File: src/rtl/core/cmn_pkg.sv
// ----------------------------------------------------------------------------
// Crop, mirror and normalize: shared definitions
// Field widths, register indexes, channel payloads and the command and status
// groups that pass between the controller and the datapath.
// ----------------------------------------------------------------------------
package cmn_pkg;

  localparam int MAX_DIM_DEF  = 4096;
  localparam int MAX_CHANNELS = 3;
  localparam int CH_W         = 2;

  localparam int CFG_DIM_W = 13;
  localparam int POS_W     = 17;
  localparam int POS_FRAC  = 16;
  localparam int CROP_W    = 2 * POS_W;
  localparam int FMT_W     = 2;
  localparam int TABLE_W   = 48;
  localparam int ENTRY_W   = 16;
  localparam int IDX_W     = 3;

  localparam int SAMPLE_W    = 8;
  localparam int DIFF_W      = ENTRY_W + 1;
  localparam int PROD_W      = 2 * DIFF_W;
  localparam int ROUND_SHIFT = 4;
  localparam int VALUE_W     = 32;
  localparam int OFF_W       = 26;

  localparam int FMT_COLOR_BIT = 0;
  localparam int FMT_NCHW_BIT  = 1;

  localparam logic [POS_W-1:0] POS_ONE = POS_W'(1 << POS_FRAC);

  typedef enum logic [IDX_W-1:0] {
    REG_IN_HEIGHT,
    REG_IN_WIDTH,
    REG_OUT_HEIGHT,
    REG_OUT_WIDTH,
    REG_CROP_POSITION,
    REG_FORMAT_MODE,
    REG_MEAN_TABLE,
    REG_SCALE_TABLE
  } reg_index_t;

  typedef struct packed {
    logic [SAMPLE_W-1:0] sample;
    logic                mirror;
  } in_item_t;

  typedef struct packed {
    logic signed [VALUE_W-1:0] value;
    logic [OFF_W-1:0]          dest_offset;
    logic                      last;
  } out_item_t;

  typedef struct packed {
    logic [IDX_W-1:0]   index;
    logic [TABLE_W-1:0] value;
  } cfg_write_t;

  typedef struct packed {
    logic [CFG_DIM_W-1:0] in_height;
    logic [CFG_DIM_W-1:0] in_width;
    logic [CFG_DIM_W-1:0] out_height;
    logic [CFG_DIM_W-1:0] out_width;
    logic [CROP_W-1:0]    crop_position;
    logic [FMT_W-1:0]     format_mode;
    logic [TABLE_W-1:0]   mean_table;
    logic [TABLE_W-1:0]   scale_table;
  } cfg_regs_t;

  typedef struct packed {
    logic in_ready;
    logic load_input;
    logic crop_y;
    logic crop_x;
    logic check;
    logic mul1;
    logic mul2;
    logic load_out;
  } ctrl_cmd_t;

  typedef struct packed {
    logic first;
    logic in_window;
    logic out_free;
  } dp_status_t;

  // Channel indexes above two share the last table entry.
  function automatic logic [ENTRY_W-1:0] entry_sel(input logic [TABLE_W-1:0] tbl,
                                                   input logic [CH_W-1:0] c);
    logic [ENTRY_W-1:0] e;
    case (c)
      2'd0:    e = tbl[ENTRY_W-1:0];
      2'd1:    e = tbl[2*ENTRY_W-1:ENTRY_W];
      default: e = tbl[3*ENTRY_W-1:2*ENTRY_W];
    endcase
    return e;
  endfunction

endpackage

File: src/rtl/core/cmn_stream_if.sv
// ----------------------------------------------------------------------------
// Valid/ready channel
// Carries one payload per transfer; a transfer happens at a rising edge with
// valid and ready both high.
// ----------------------------------------------------------------------------
interface cmn_stream_if #(parameter type payload_t = logic) ();
  logic     valid;
  logic     ready;
  payload_t data;

  modport source (output valid, output data, input ready);
  modport sink   (input valid, input data, output ready);
endinterface

File: src/rtl/core/crop_mirror_normalize_top.sv
// ----------------------------------------------------------------------------
// Crop, mirror and normalize
// Crops an 8-bit HWC image stream, optionally mirrors it horizontally and
// normalizes each kept sample per channel to signed Q15.16 with its offset in
// the NCHW or NHWC output image.
// ----------------------------------------------------------------------------
// Usage: write the configuration through cfg while no image sample is in
// flight. Source samples arrive on samples in raster order, one per transfer;
// the mirror bit is taken with the first sample of each image. Each sample in
// the crop window gives one transfer on results; samples outside give none.
// Samples pass one at a time through the shared multiply sequence in the
// datapath: a sample outside the window ends after the window check, a
// sample inside goes on through the multiply steps and the output step,
// and on the first sample of an image the row and column crop steps come
// first, while one multiplier works out the row and column crop offsets.
// The output register holds a result until it is taken; the next sample is
// accepted meanwhile, and the sequencer waits in its output step only when a
// second result is ready before the first has been taken.
// Reset returns the configuration registers to their defaults (sizes one,
// the rest zero) and restarts the position counters at the top of an image.
// ----------------------------------------------------------------------------
module crop_mirror_normalize_top #(
  parameter int MAX_DIM = cmn_pkg::MAX_DIM_DEF
) (
  input  logic          clk,
  input  logic          rst,
  cmn_stream_if.sink    samples,
  cmn_stream_if.source  results,
  cmn_stream_if.sink    cfg
);

  cmn_pkg::cfg_regs_t  regs;
  cmn_pkg::ctrl_cmd_t  cmd;
  cmn_pkg::dp_status_t status;

  cmn_regs u_regs (
    .clk  (clk),
    .rst  (rst),
    .cfg  (cfg),
    .regs (regs)
  );

  cmn_ctrl u_ctrl (
    .clk      (clk),
    .rst      (rst),
    .in_valid (samples.valid),
    .status   (status),
    .cmd      (cmd)
  );

  assign samples.ready = cmd.in_ready;

  cmn_dp #(
    .MAX_DIM (MAX_DIM)
  ) u_dp (
    .clk       (clk),
    .rst       (rst),
    .cmd       (cmd),
    .regs      (regs),
    .in_item   (samples.data),
    .out_ready (results.ready),
    .status    (status),
    .out_valid (results.valid),
    .out_item  (results.data)
  );

`ifndef SYNTHESIS
  a_busy_after_transfer: assert property (@(posedge clk) disable iff (rst)
    (samples.valid && samples.ready) |=> !samples.ready)
    else $error("Sample accepted while the previous one was still in progress.");

  a_no_overwrite: assert property (@(posedge clk) disable iff (rst)
    cmd.load_out |-> (!results.valid || results.ready))
    else $error("Output register loaded over a result that was not taken.");

  a_one_step: assert property (@(posedge clk) disable iff (rst)
    $onehot0({cmd.load_input, cmd.crop_y, cmd.crop_x, cmd.check,
              cmd.mul1, cmd.mul2, cmd.load_out}))
    else $error("More than one sequencer step commanded in a cycle.");
`endif

endmodule

File: src/rtl/core/cmn_regs.sv
// ----------------------------------------------------------------------------
// Configuration registers
// Decodes writes on the configuration channel and holds the register file.
// ----------------------------------------------------------------------------
module cmn_regs (
  input  logic                clk,
  input  logic                rst,
  cmn_stream_if.sink          cfg,
  output cmn_pkg::cfg_regs_t  regs
);

  assign cfg.ready = 1'b1;

  always_ff @(posedge clk) begin
    if (rst) begin
      regs.in_height     <= cmn_pkg::CFG_DIM_W'(1);
      regs.in_width      <= cmn_pkg::CFG_DIM_W'(1);
      regs.out_height    <= cmn_pkg::CFG_DIM_W'(1);
      regs.out_width     <= cmn_pkg::CFG_DIM_W'(1);
      regs.crop_position <= '0;
      regs.format_mode   <= '0;
      regs.mean_table    <= '0;
      regs.scale_table   <= '0;
    end else if (cfg.valid) begin
      case (cmn_pkg::reg_index_t'(cfg.data.index))
        cmn_pkg::REG_IN_HEIGHT: begin
          regs.in_height <= cfg.data.value[cmn_pkg::CFG_DIM_W-1:0];
        end
        cmn_pkg::REG_IN_WIDTH: begin
          regs.in_width <= cfg.data.value[cmn_pkg::CFG_DIM_W-1:0];
        end
        cmn_pkg::REG_OUT_HEIGHT: begin
          regs.out_height <= cfg.data.value[cmn_pkg::CFG_DIM_W-1:0];
        end
        cmn_pkg::REG_OUT_WIDTH: begin
          regs.out_width <= cfg.data.value[cmn_pkg::CFG_DIM_W-1:0];
        end
        cmn_pkg::REG_CROP_POSITION: begin
          regs.crop_position <= cfg.data.value[cmn_pkg::CROP_W-1:0];
        end
        cmn_pkg::REG_FORMAT_MODE: begin
          regs.format_mode <= cfg.data.value[cmn_pkg::FMT_W-1:0];
        end
        cmn_pkg::REG_MEAN_TABLE: begin
          regs.mean_table <= cfg.data.value;
        end
        cmn_pkg::REG_SCALE_TABLE: begin
          regs.scale_table <= cfg.data.value;
        end
        default: begin
        end
      endcase
    end
  end

endmodule

File: src/rtl/core/cmn_ctrl.sv
// ----------------------------------------------------------------------------
// Sequencing controller
// Steps one sample at a time through crop offset setup, window check,
// multiplication, rounding and output load.
// ----------------------------------------------------------------------------
module cmn_ctrl (
  input  logic                clk,
  input  logic                rst,
  input  logic                in_valid,
  input  cmn_pkg::dp_status_t status,
  output cmn_pkg::ctrl_cmd_t  cmd
);

  typedef enum logic [2:0] {
    S_IDLE,
    S_CROP_Y,
    S_CROP_X,
    S_CHECK,
    S_MUL1,
    S_MUL2,
    S_OUTPUT
  } state_t;

  state_t state;
  state_t state_next;

  always_ff @(posedge clk) begin
    if (rst) begin
      state <= S_IDLE;
    end else begin
      state <= state_next;
    end
  end

  always_comb begin
    cmd        = '0;
    state_next = state;
    case (state)
      S_IDLE: begin
        cmd.in_ready = 1'b1;
        if (in_valid) begin
          cmd.load_input = 1'b1;
          state_next     = status.first ? S_CROP_Y : S_CHECK;
        end
      end
      S_CROP_Y: begin
        cmd.crop_y = 1'b1;
        state_next = S_CROP_X;
      end
      S_CROP_X: begin
        cmd.crop_x = 1'b1;
        state_next = S_CHECK;
      end
      S_CHECK: begin
        cmd.check  = 1'b1;
        state_next = status.in_window ? S_MUL1 : S_IDLE;
      end
      S_MUL1: begin
        cmd.mul1   = 1'b1;
        state_next = S_MUL2;
      end
      S_MUL2: begin
        cmd.mul2   = 1'b1;
        state_next = S_OUTPUT;
      end
      S_OUTPUT: begin
        if (status.out_free) begin
          cmd.load_out = 1'b1;
          state_next   = S_IDLE;
        end
      end
      default: begin
        state_next = S_IDLE;
      end
    endcase
  end

endmodule

File: src/rtl/core/cmn_dp.sv
// ----------------------------------------------------------------------------
// Datapath
// Source position counters, crop offsets, window test, normalization
// arithmetic, destination offset and the output register.
// ----------------------------------------------------------------------------
module cmn_dp #(
  parameter int MAX_DIM = cmn_pkg::MAX_DIM_DEF
) (
  input  logic                clk,
  input  logic                rst,
  input  cmn_pkg::ctrl_cmd_t  cmd,
  input  cmn_pkg::cfg_regs_t  regs,
  input  cmn_pkg::in_item_t   in_item,
  input  logic                out_ready,
  output cmn_pkg::dp_status_t status,
  output logic                out_valid,
  output cmn_pkg::out_item_t  out_item
);

  localparam int DIM_W = $clog2(MAX_DIM);
  localparam int SZ_W  = DIM_W + 1;
  localparam int SUM_W = (2 * SZ_W + 2 > cmn_pkg::OFF_W) ? 2 * SZ_W + 2 : cmn_pkg::OFF_W;
  localparam int CP_W  = SZ_W + cmn_pkg::POS_W;
  localparam int CH_W  = cmn_pkg::CH_W;

  localparam logic [SZ_W-1:0] DIM_MAX = SZ_W'(MAX_DIM);

  function automatic logic [SZ_W-1:0] clamp_dim(input logic [cmn_pkg::CFG_DIM_W-1:0] v,
                                                input logic [SZ_W-1:0] hi);
    logic [SZ_W-1:0] r;
    if (v == '0) begin
      r = SZ_W'(1);
    end else if (32'(v) > 32'(hi)) begin
      r = hi;
    end else begin
      r = SZ_W'(v);
    end
    return r;
  endfunction

  logic [SZ_W-1:0] ih, iw, oh, ow;
  logic [CH_W-1:0] nch;
  logic            nchw;

  logic [DIM_W-1:0] row_count, column_count;
  logic [CH_W-1:0]  channel_count;
  logic             mirror_latched;
  logic [DIM_W-1:0] row_offset, column_offset;
  logic [cmn_pkg::SAMPLE_W-1:0] sample;

  logic [SZ_W-1:0]            crop_span;
  logic [cmn_pkg::POS_W-1:0]  crop_pos_raw, crop_pos;
  logic [CP_W-1:0]            crop_prod;

  logic [DIM_W-1:0] row_rel, col_rel;
  logic             row_in, col_in, in_window;
  logic [SZ_W-1:0]  w_pos;
  logic             last_hit;
  logic [cmn_pkg::ENTRY_W-1:0] mean_entry, scale_entry;
  logic signed [cmn_pkg::DIFF_W-1:0] diff_next;

  logic [CH_W:0]  ch_inc;
  logic [SZ_W-1:0] col_inc, row_inc;

  logic [DIM_W-1:0] h;
  logic [SZ_W-1:0]  w;
  logic [CH_W-1:0]  c;
  logic             last;
  logic signed [cmn_pkg::DIFF_W-1:0] diff;
  logic [cmn_pkg::ENTRY_W-1:0] scale;
  logic [SUM_W-1:0] plane;

  logic signed [cmn_pkg::PROD_W-1:0] prod;
  logic [SUM_W-1:0] hw;

  logic [cmn_pkg::PROD_W-1:0] mag, q;
  logic signed [cmn_pkg::VALUE_W-1:0] value_next, value;
  logic [SUM_W-1:0] pix, cplane, off_sum;

  assign ih   = clamp_dim(regs.in_height, DIM_MAX);
  assign iw   = clamp_dim(regs.in_width, DIM_MAX);
  assign oh   = clamp_dim(regs.out_height, ih);
  assign ow   = clamp_dim(regs.out_width, iw);
  assign nch  = regs.format_mode[cmn_pkg::FMT_COLOR_BIT] ? CH_W'(cmn_pkg::MAX_CHANNELS)
                                                         : CH_W'(1);
  assign nchw = regs.format_mode[cmn_pkg::FMT_NCHW_BIT];

  // One multiplier serves both crop offsets, row first, then column.
  always_comb begin
    if (cmd.crop_x) begin
      crop_span    = iw - ow;
      crop_pos_raw = regs.crop_position[cmn_pkg::CROP_W-1:cmn_pkg::POS_W];
    end else begin
      crop_span    = ih - oh;
      crop_pos_raw = regs.crop_position[cmn_pkg::POS_W-1:0];
    end
    crop_pos  = (crop_pos_raw > cmn_pkg::POS_ONE) ? cmn_pkg::POS_ONE : crop_pos_raw;
    crop_prod = CP_W'(crop_span) * CP_W'(crop_pos);
  end

  always_comb begin
    row_rel     = row_count - row_offset;
    col_rel     = column_count - column_offset;
    row_in      = (row_count >= row_offset) && ({1'b0, row_rel} < oh);
    col_in      = (column_count >= column_offset) && ({1'b0, col_rel} < ow);
    in_window   = row_in && col_in && (channel_count < nch);
    w_pos       = mirror_latched ? (ow - SZ_W'(1) - {1'b0, col_rel}) : {1'b0, col_rel};
    last_hit    = ({1'b0, col_rel} == ow - SZ_W'(1)) && ({1'b0, row_rel} == oh - SZ_W'(1))
                  && (channel_count == nch - CH_W'(1));
    mean_entry  = cmn_pkg::entry_sel(regs.mean_table, channel_count);
    scale_entry = cmn_pkg::entry_sel(regs.scale_table, channel_count);
    diff_next   = $signed({1'b0, sample, 8'h00}) - $signed({1'b0, mean_entry});
    ch_inc      = {1'b0, channel_count} + (CH_W+1)'(1);
    col_inc     = {1'b0, column_count} + SZ_W'(1);
    row_inc     = {1'b0, row_count} + SZ_W'(1);
  end

  assign status.first     = (row_count == '0) && (column_count == '0) && (channel_count == '0);
  assign status.in_window = in_window;
  assign status.out_free  = !out_valid || out_ready;

  always_ff @(posedge clk) begin
    if (rst) begin
      row_count      <= '0;
      column_count   <= '0;
      channel_count  <= '0;
      mirror_latched <= 1'b0;
      row_offset     <= '0;
      column_offset  <= '0;
    end else begin
      if (cmd.load_input && status.first) begin
        mirror_latched <= in_item.mirror;
      end
      if (cmd.crop_y) begin
        row_offset <= crop_prod[cmn_pkg::POS_FRAC +: DIM_W];
      end
      if (cmd.crop_x) begin
        column_offset <= crop_prod[cmn_pkg::POS_FRAC +: DIM_W];
      end
      if (cmd.check) begin
        if (ch_inc >= {1'b0, nch}) begin
          channel_count <= '0;
          if (col_inc >= iw) begin
            column_count <= '0;
            if (row_inc >= ih) begin
              row_count <= '0;
            end else begin
              row_count <= row_inc[DIM_W-1:0];
            end
          end else begin
            column_count <= col_inc[DIM_W-1:0];
          end
        end else begin
          channel_count <= ch_inc[CH_W-1:0];
        end
      end
    end
  end

  // The magnitude stays below 2^28 after rounding, so the result never saturates.
  always_comb begin
    mag        = prod[cmn_pkg::PROD_W-1] ? cmn_pkg::PROD_W'(-prod) : cmn_pkg::PROD_W'(prod);
    q          = (mag + cmn_pkg::PROD_W'(8)) >> cmn_pkg::ROUND_SHIFT;
    value_next = $signed(q[cmn_pkg::VALUE_W-1:0]);
    if (prod[cmn_pkg::PROD_W-1]) begin
      value_next = -value_next;
    end
    off_sum = nchw ? (cplane + pix) : (pix * SUM_W'(nch) + SUM_W'(c));
  end

  always_ff @(posedge clk) begin
    if (cmd.load_input) begin
      sample <= in_item.sample;
    end
    if (cmd.check) begin
      h     <= row_rel;
      w     <= w_pos;
      c     <= channel_count;
      last  <= last_hit;
      diff  <= diff_next;
      scale <= scale_entry;
      plane <= SUM_W'(oh) * SUM_W'(ow);
    end
    if (cmd.mul1) begin
      prod <= diff * $signed({1'b0, scale});
      hw   <= SUM_W'(h) * SUM_W'(ow);
    end
    if (cmd.mul2) begin
      value  <= value_next;
      pix    <= hw + SUM_W'(w);
      cplane <= SUM_W'(c) * plane;
    end
    if (cmd.load_out) begin
      out_item.value       <= value;
      out_item.dest_offset <= off_sum[cmn_pkg::OFF_W-1:0];
      out_item.last        <= last;
    end
  end

  always_ff @(posedge clk) begin
    if (rst) begin
      out_valid <= 1'b0;
    end else if (cmd.load_out) begin
      out_valid <= 1'b1;
    end else if (out_ready) begin
      out_valid <= 1'b0;
    end
  end

endmodule

File: src/flat_wrapper.sv
// flat-port wrapper written by rule: the top's interface ports become plain ports
module crop_mirror_normalize_top_flat import cmn_pkg::*;
#(
  parameter int MAX_DIM = cmn_pkg::MAX_DIM_DEF
)
  (clk, rst, samples_valid, samples_data, samples_ready, results_valid, results_data, results_ready, cfg_valid, cfg_data, cfg_ready);
  cmn_stream_if #(.payload_t(in_item_t)) samples_i ();
  cmn_stream_if #(.payload_t(out_item_t)) results_i ();
  cmn_stream_if #(.payload_t(cfg_write_t)) cfg_i ();
  input  logic clk;
  input  logic rst;
  input wire logic [$bits(samples_i.valid)-1:0] samples_valid;
  input wire logic [$bits(samples_i.data)-1:0] samples_data;
  output wire logic [$bits(samples_i.ready)-1:0] samples_ready;
  output wire logic [$bits(results_i.valid)-1:0] results_valid;
  output wire logic [$bits(results_i.data)-1:0] results_data;
  input wire logic [$bits(results_i.ready)-1:0] results_ready;
  input wire logic [$bits(cfg_i.valid)-1:0] cfg_valid;
  input wire logic [$bits(cfg_i.data)-1:0] cfg_data;
  output wire logic [$bits(cfg_i.ready)-1:0] cfg_ready;
  assign samples_i.valid = samples_valid;
  assign samples_i.data = samples_data;
  assign samples_ready = samples_i.ready;
  assign results_valid = results_i.valid;
  assign results_data = results_i.data;
  assign results_i.ready = results_ready;
  assign cfg_i.valid = cfg_valid;
  assign cfg_i.data = cfg_data;
  assign cfg_ready = cfg_i.ready;
  crop_mirror_normalize_top #(.MAX_DIM(MAX_DIM)) u_core (.clk(clk), .rst(rst), .samples(samples_i), .results(results_i), .cfg(cfg_i));
endmodule
File: config.mk
export PLATFORM = sky130hd
export DESIGN_NAME = crop_mirror_normalize_top_flat
export DESIGN_NICKNAME = d
export VERILOG_FILES = /design/src/rtl/core/cmn_pkg.sv /design/src/rtl/core/cmn_stream_if.sv /design/src/rtl/core/crop_mirror_normalize_top.sv /design/src/rtl/core/cmn_regs.sv /design/src/rtl/core/cmn_ctrl.sv /design/src/rtl/core/cmn_dp.sv /design/src/flat_wrapper.sv
export SDC_FILE = /design/constraint.sdc
export NUM_CORES = 2
export LEC_CHECK = 0
export BUFFER_PORTS_ARGS = -buffer_cell sky130_fd_sc_hd__buf_2
export CAP_MARGIN = 15
export CORE_MARGIN = 2
export CORE_UTILIZATION = 47
export DETAILED_ROUTE_END_ITERATION = 12
export HOLD_SLACK_MARGIN = 0.12
export PLACE_DENSITY = 0.62
export SETUP_SLACK_MARGIN = 0.15
export SYNTH_ARGS = -nofsm -noshare
export SYNTH_HDL_FRONTEND = slang
export SYNTH_HIERARCHICAL = 1
export SYNTH_SLANG_ARGS = --single-unit
File: constraint.sdc
create_clock -name clk -period 20 [get_ports clk]
set_clock_uncertainty 0.2 [all_clocks]
set_input_delay 0 -clock clk [delete_from_list [all_inputs] [get_ports clk]]
set_output_delay 0 -clock clk [all_outputs]
set_load 0.05 [all_outputs]
# After elaboration in Yosys (flattened, before gate mapping)
# Index checks and enable logic that the tools add are counted.
# word_totals
ff_bits	536
latchBits	0
mem_bits_rw	0
rom_bits	0
output_inout_bits	62
word_cells	159
mem_count	0
# classes
add_sub_neg	18
multipliers	6
div_mod_pow	0
magnitude_cmp	13
eq_ne	19
shift	0
muxes	37
bitwise_logic	0
reduce_logical	32
# op_table
op	count
13-bit two-way mux	9
16-bit case mux with 2 select lines	2
13-bit zero test	4
12-bit two-way mux	3
34-bit by 4-bit adder with 34-bit output, second input constant	1
17-bit by 17-bit multiplier with 34-bit output	1
17-bit two-way mux	2
34-bit two-way mux	1
34-bit negation	1
30-bit negation with 32-bit output	1
30-bit two-way mux	1
13-bit by 17-bit multiplier with 28-bit output	1
12-bit by 1-bit adder with 13-bit output, second input constant	2
25-bit by 13-bit adder with 26-bit output	1
26-bit by 2-bit adder with 26-bit output	1
26-bit adder	1
12-bit by 13-bit equality test with 1-bit output	2
13-bit >= comparator	2
13-bit > comparator	2
13-bit > comparator, second input constant	2
12-bit by 13-bit less-than comparator with 1-bit output	2
13-bit by 13-bit multiplier with 26-bit output	1
2-bit by 26-bit multiplier with 26-bit output	1
26-bit by 2-bit multiplier with 26-bit output	1
other kinds (33)	80

# Logic depth before layout (Yosys ltp)
# logic_depth
ltp_word	12
ltp_mapped	51
mapped_depth_nobuf	48

# By module
# Netlist, hierarchy kept.
# modules_own_cells
module	n_inst	cells_each	area_per_inst_um2	seq_area_each_um2
cmn_dp	1	5815	52726.8	9959.6
cmn_regs	1	668	7379.6	3683.5
cmn_ctrl	1	25	222.7	60.1

# Least setup slack after synthesis
# Ideal clock, no wire load.
# synth_timing
path_type	reg2reg
start	register, netlist name u_core/u_regs/regs[183]
end	register u_core.u_dp.column_offset[11]
setup_ns	0.086
arrival_ns	10.843
required_ns	19.714
path_slack_ns	8.871
path_stages_with_launch	49
n_path_buf	4
period_less_slack_ns	11.129
cell_sequence	dfxtp_1 -> clkbuf_1 -> clkinv_1 -> nand2_1 -> ha_1 -> nor2b_1 -> o21a_1 -> o21a_1 -> o221ai_1 -> clkbuf_1 -> nand3_1 -> nand2_1 -> clkbuf_1 -> a21oi_1 -> nor2_1 -> clkinv_1 -> ha_1 -> nor2b_1 -> [... 13 more ...] -> fa_1 -> fa_1 -> inv_1 -> fa_1 -> inv_1 -> ha_1 -> nand4_1 -> or3_1 -> nor3_1 -> a21oi_1 -> a311oi_1 -> o21ai_0 -> a21boi_0 -> o211ai_1 -> a211oi_1 -> nor2_1 -> xnor2_1 -> a211oi_1
# synth_between
elab_chain_len	9
elab_cells_between_ends	10
# synth_rtl
element	line	text
13-bit > comparator	cmn_dp.sv:33	end else if (32'(v) > 32'(hi)) begin
13-bit two-way mux	cmn_dp.sv:33	
13-bit two-way mux (*)	cmn_dp.sv:31	if (v == '0) begin
13-bit > comparator	cmn_dp.sv:33	
13-bit two-way mux	cmn_dp.sv:33	
13-bit two-way mux	cmn_dp.sv:31	
13-bit subtractor (*)	cmn_dp.sv:94	crop_span = ih - oh;
13-bit two-way mux (*)	cmn_dp.sv:90	if (cmd.crop_x) begin
13-bit by 17-bit multiplier with 28-bit output (*)	cmn_dp.sv:98	crop_prod = CP_W'(crop_span) * CP_W'(crop_pos);
end signal: assignment	cmn_dp.sv:138	column_offset <= crop_prod[cmn_pkg::POS_FRAC +: DIM_W];
end: declaration	cmn_dp.sv:48	logic [DIM_W-1:0] row_offset, column_offset;
# Mark *: on every way between the ends. The rest lies on a longest branch, timed or not.
# A chain may end at the register's enable or synchronous reset.

# Worst setup path after layout
# layout_timing
start	register, netlist name u_core/u_regs/regs[183]
end	register u_core.u_dp.column_offset[11]
# layout_between
elab_chain_len	9
elab_cells_between_ends	10
# layout_rtl
element	line
13-bit > comparator	cmn_dp.sv:33
13-bit two-way mux	cmn_dp.sv:33
13-bit two-way mux (*)	cmn_dp.sv:31
13-bit > comparator	cmn_dp.sv:33
13-bit two-way mux	cmn_dp.sv:33
13-bit two-way mux	cmn_dp.sv:31
13-bit subtractor (*)	cmn_dp.sv:94
13-bit two-way mux (*)	cmn_dp.sv:90
13-bit by 17-bit multiplier with 28-bit output (*)	cmn_dp.sv:98
# Marks and branches as above.

==> impl_metrics.csv <==
group,metric,value,unit
yosys,synth_cell_types,100,
routing,drc,0,
yosys,postSynthAreaPerCell,9.270,µm²
timing,rsz0062_at_grt,"false",
global_routing,grt.overflow.total,0,
routing,drt_iter0_drc,3105,
yosys,syn_area,60330,µm²
clock_network,root_buffer,"clkbuf_16",
setup_path,critPathArrivalTime,13630,ps
placed_design,dp_hpwl,123.3,mm
global_routing,grt_pass1_wl,254.1,mm
timing,maxSlewHeadroom,0.2319,
placed_design,routabilityCongestion,0.9204,
setup_path,crit_required,20400,ps
min_path,min_path_cells,3,
setup_path,worst_path_largest_cell_delay,710,ps
die,io_pins,127,
clock_network,tritoncts.num_buffers,61,
clock_network,htree_levels,2,
die,fp-row-count,131,
timing,maxSlewViolCount,0,
setup_path,crit_top_cell,"fa_1",
cells_and_area,drive_gt1_frac,0.05729,
cells_and_area,regArea,13700,µm²
setup_path,worstRegToRegCells,45,
global_routing,grt_max_degree,102,
routing,vias,45270,
yosys,synth.net_count,7808,
yosys,ys_seq_elements,536,
cells_and_area,fill_cells,11830,
yosys,ys_async_sr_fraction,0,
cells_and_area,multi_input_area,41980,µm²
clock_network,cts_resized,0,
die,start_util,0.4731,
routing,wl_per_cell,19.31,µm
routing,postRouteAntennaNets,0,
setup_path,r2r_end,"u_core/u_dp/column_offset[11]",
cells_and_area,mostFrequentLayoutCells,"970 x inv_1, 705 x nand2_1, 685 x fa_1, 550 x ha_1, 360 x nor2_1",
timing,timing.final.hold_violations,0,
timing,max_clock_freq,0.07560,GHz
clock_network,clock_latency,690,ps
timing,setup_viol,0,
cells_and_area,nets,7917,
cells_and_area,syn_to_final_growth,9.154,%
setup_path,critPathSlowestCell,"o221ai_1",
clock_network,cts_num_sinks,536,
run_status,status,"completed",
clock_network,cts_setup_buffers,0,
die,die_w,362.3,µm
placed_design,numPortBuffers,125,
global_routing,grt_antenna_before_repair,8,
cells_and_area,final_common_cell,"inv_1",
power_and_ir_drop,vdd_ir_drop_max,130.5,µV
min_path,hold_path.class,"input pin to flop",
setup_path,cp_max_fo,16,
global_routing,first_global_vias,45470,
routing,wirelength,160.9,mm
setup_path,timing.reg2reg.setup_slack,6770,ps
die,core_area,127500,µm²
yosys,syn_inst,6508,
setup_path,endpoint_kind,"flop",
setup_path,crit_type,"flop to flop",
die,die_h,362.3,µm
power_and_ir_drop,finalPower,4758,µW
yosys,ys_seq_area_frac,0.2271,
routing,avgViaCountPerCell,5.433,
yosys,yosys_warnings,6,
routing,drtPass1Iterations,6,
setup_path,cp-startpoint,"u_core/u_regs/regs[183]",
clock_network,clockBufferDepth,3,
yosys,synth_edf_count,297,
clock_network,cts_tree,"built",
timing,finalSetupTns,0,ps
clock_network,clk_pin_slew,80,ps
setup_path,r2r_start,"u_core/u_regs/regs[183]",
power_and_ir_drop,cellPowerDensity,72.25,nW/µm²
min_path,hold_start,"rst",
timing,worstMarginPinSlew,1144,ps
clock_network,cts-hold-fix-buffers,118,
job,maxCapViolations,0,
timing,finalCritPeriodShare,0.6614,
power_and_ir_drop,p_leak,0.03038,µW
global_routing,grt_usage,0.2452,
yosys,synthFlopType,"edfxtp_1",
setup_path,cp-start-kind,"flop",
min_path,worstHoldEndpoint,"u_core/u_dp/out_valid",
timing,layout_min_cycle_time,13230,ps
die,dieArea,131200,µm²
## synth_stat cells (all sizes together), types with 11 or more instances
cell type / n / share of area
a211oi: 24 / 0.0030
a21boi: 15 / 0.0019
a21o: 76 / 0.0095
a21oi: 230 / 0.019
a22o: 18 / 0.0026
a22oi: 22 / 0.0027
a31oi: 23 / 0.0024
a41oi: 12 / 0.0017
and2: 281 / 0.029
and3: 43 / 0.0045
buf: 50 / 0.0053
clkbuf: 203 / 0.013
dfxtp: 239 / 0.079
edfxtp: 297 / 0.15
fa: 685 / 0.23
ha: 550 / 0.11
inv: 972 / 0.060
mux2: 21 / 0.0039
mux2i: 235 / 0.039
nand2: 705 / 0.044
nand2b: 284 / 0.029
nand3: 67 / 0.0056
nand4: 41 / 0.0043
nor2: 367 / 0.023
nor2b: 53 / 0.0055
nor3: 106 / 0.0090
nor4: 36 / 0.0038
o211ai: 14 / 0.0017
o21a: 60 / 0.0075
o21ai: 165 / 0.014
o21bai: 25 / 0.0031
o31a: 16 / 0.0023
o31ai: 32 / 0.0043
or2: 27 / 0.0028
or3: 40 / 0.0042
or4: 11 / 0.0015
xnor2: 235 / 0.034
xor2: 96 / 0.014
## report_power, final
part	switching [µW]	leakage, µW	internal [µW]
registers	41.4	0.00465	1280
logic	1300	0.0247	900
clock network	506	0.00106	728
total	1850	0.0304	2910
## metal layers
| layer | share of wire | vias to the layer above | GRT usage |
|---|---|---|---|
| met5 | 0.00011 | - | 0 |
| met4 | 0.030 | 4 | 0.06981 |
| met3 | 0.051 | 252 | 0.02908 |
| met2 | 0.47 | 1201 | 0.4052 |
| met1 | 0.45 | 22360 | 0.3396 |
| li1 | - | 21450 | - |
## state kept, by name (all words and copies together), names as in the netlist, 2 cells and up
name                       cells
u_core/u_ctrl/state            3
u_core/u_dp/c                  2
u_core/u_dp/channel_count      2
u_core/u_dp/column_count      12
u_core/u_dp/column_offset     12
u_core/u_dp/cplane            26
u_core/u_dp/diff              17
u_core/u_dp/h                 12
u_core/u_dp/hw                25
u_core/u_dp/out_item          59
u_core/u_dp/pix               26
u_core/u_dp/plane             26
u_core/u_dp/prod              34
u_core/u_dp/row_count         12
u_core/u_dp/row_offset        12
u_core/u_dp/sample             8
u_core/u_dp/scale             16
u_core/u_dp/value             32
u_core/u_dp/w                 13
u_core/u_regs/regs           184
## stage by stage
step           setup slack (ps)  hold WS [ps]  utilization  std cells  instance area [µm²]
6_report                   6772         149.6       0.5164       8333                65850
5_1_grt                    5743         193.7       0.5164       8333                65850
4_1_cts                    6824         145.7       0.5163       8329                65830
3_5_place_dp               6868        -20.00       0.4899       8097                62470
3_3_place_gp               7222        -21.12       0.4899       8097                62470
2_1_floorplan              8871        -133.8            -       6508                60330
## worst max-delay path by stage
stage	slack, ps	cells past startpoint	to
floorplan	8870	48	u_core/u_dp/column_offset[11]
global placement	7220	45	u_core/u_dp/column_offset[11]
detailed placement	6870	45	u_core/u_dp/column_offset[11]
CTS	6820	45	u_core/u_dp/column_offset[11]
global route	5740	45	u_core/u_dp/column_offset[11]
finish	6770	45	u_core/u_dp/column_offset[11]
## layout make-up
| class | instances | share of cell area |
|---|---|---|
| timing repair buffer | 299 | 0.03397 |
| clock inverter | 37 | 0.007676 |
| antenna | 3 | 0.0001140 |
| clock buffer | 77 | 0.02550 |
| tap | 1662 | 0.03158 |
| sequential | 536 | 0.2081 |
| multi-input combinational | 4743 | 0.6374 |
| inverter | 976 | 0.05563 |
## cells by family after synthesis
family / count (synthesis) / share of synthesized area
AND/OR/NAND/NOR: 2108 / 0.1735
adder cells (fa/ha/maj): 1236 / 0.3415
buffers and inverters: 1229 / 0.07864
AO/OA/AOI/OAI: 809 / 0.08727
flip-flops: 536 / 0.2271
XOR/XNOR: 333 / 0.04892
multiplexers: 256 / 0.04291
other: 1 / 0.00006216
## critical path: cells and delay by family, from the launching register on
kind                       cells  cell delay (ps)
and+or+nand+nor               13             2760
buffers and inverters          6             1360
xor gates and xnor gates       2              300
AOI/OAI and AO/OA             16             4340
DFF                            1              610
adders and majority gates      8             3530
Power figures use the tool's default switching activity.
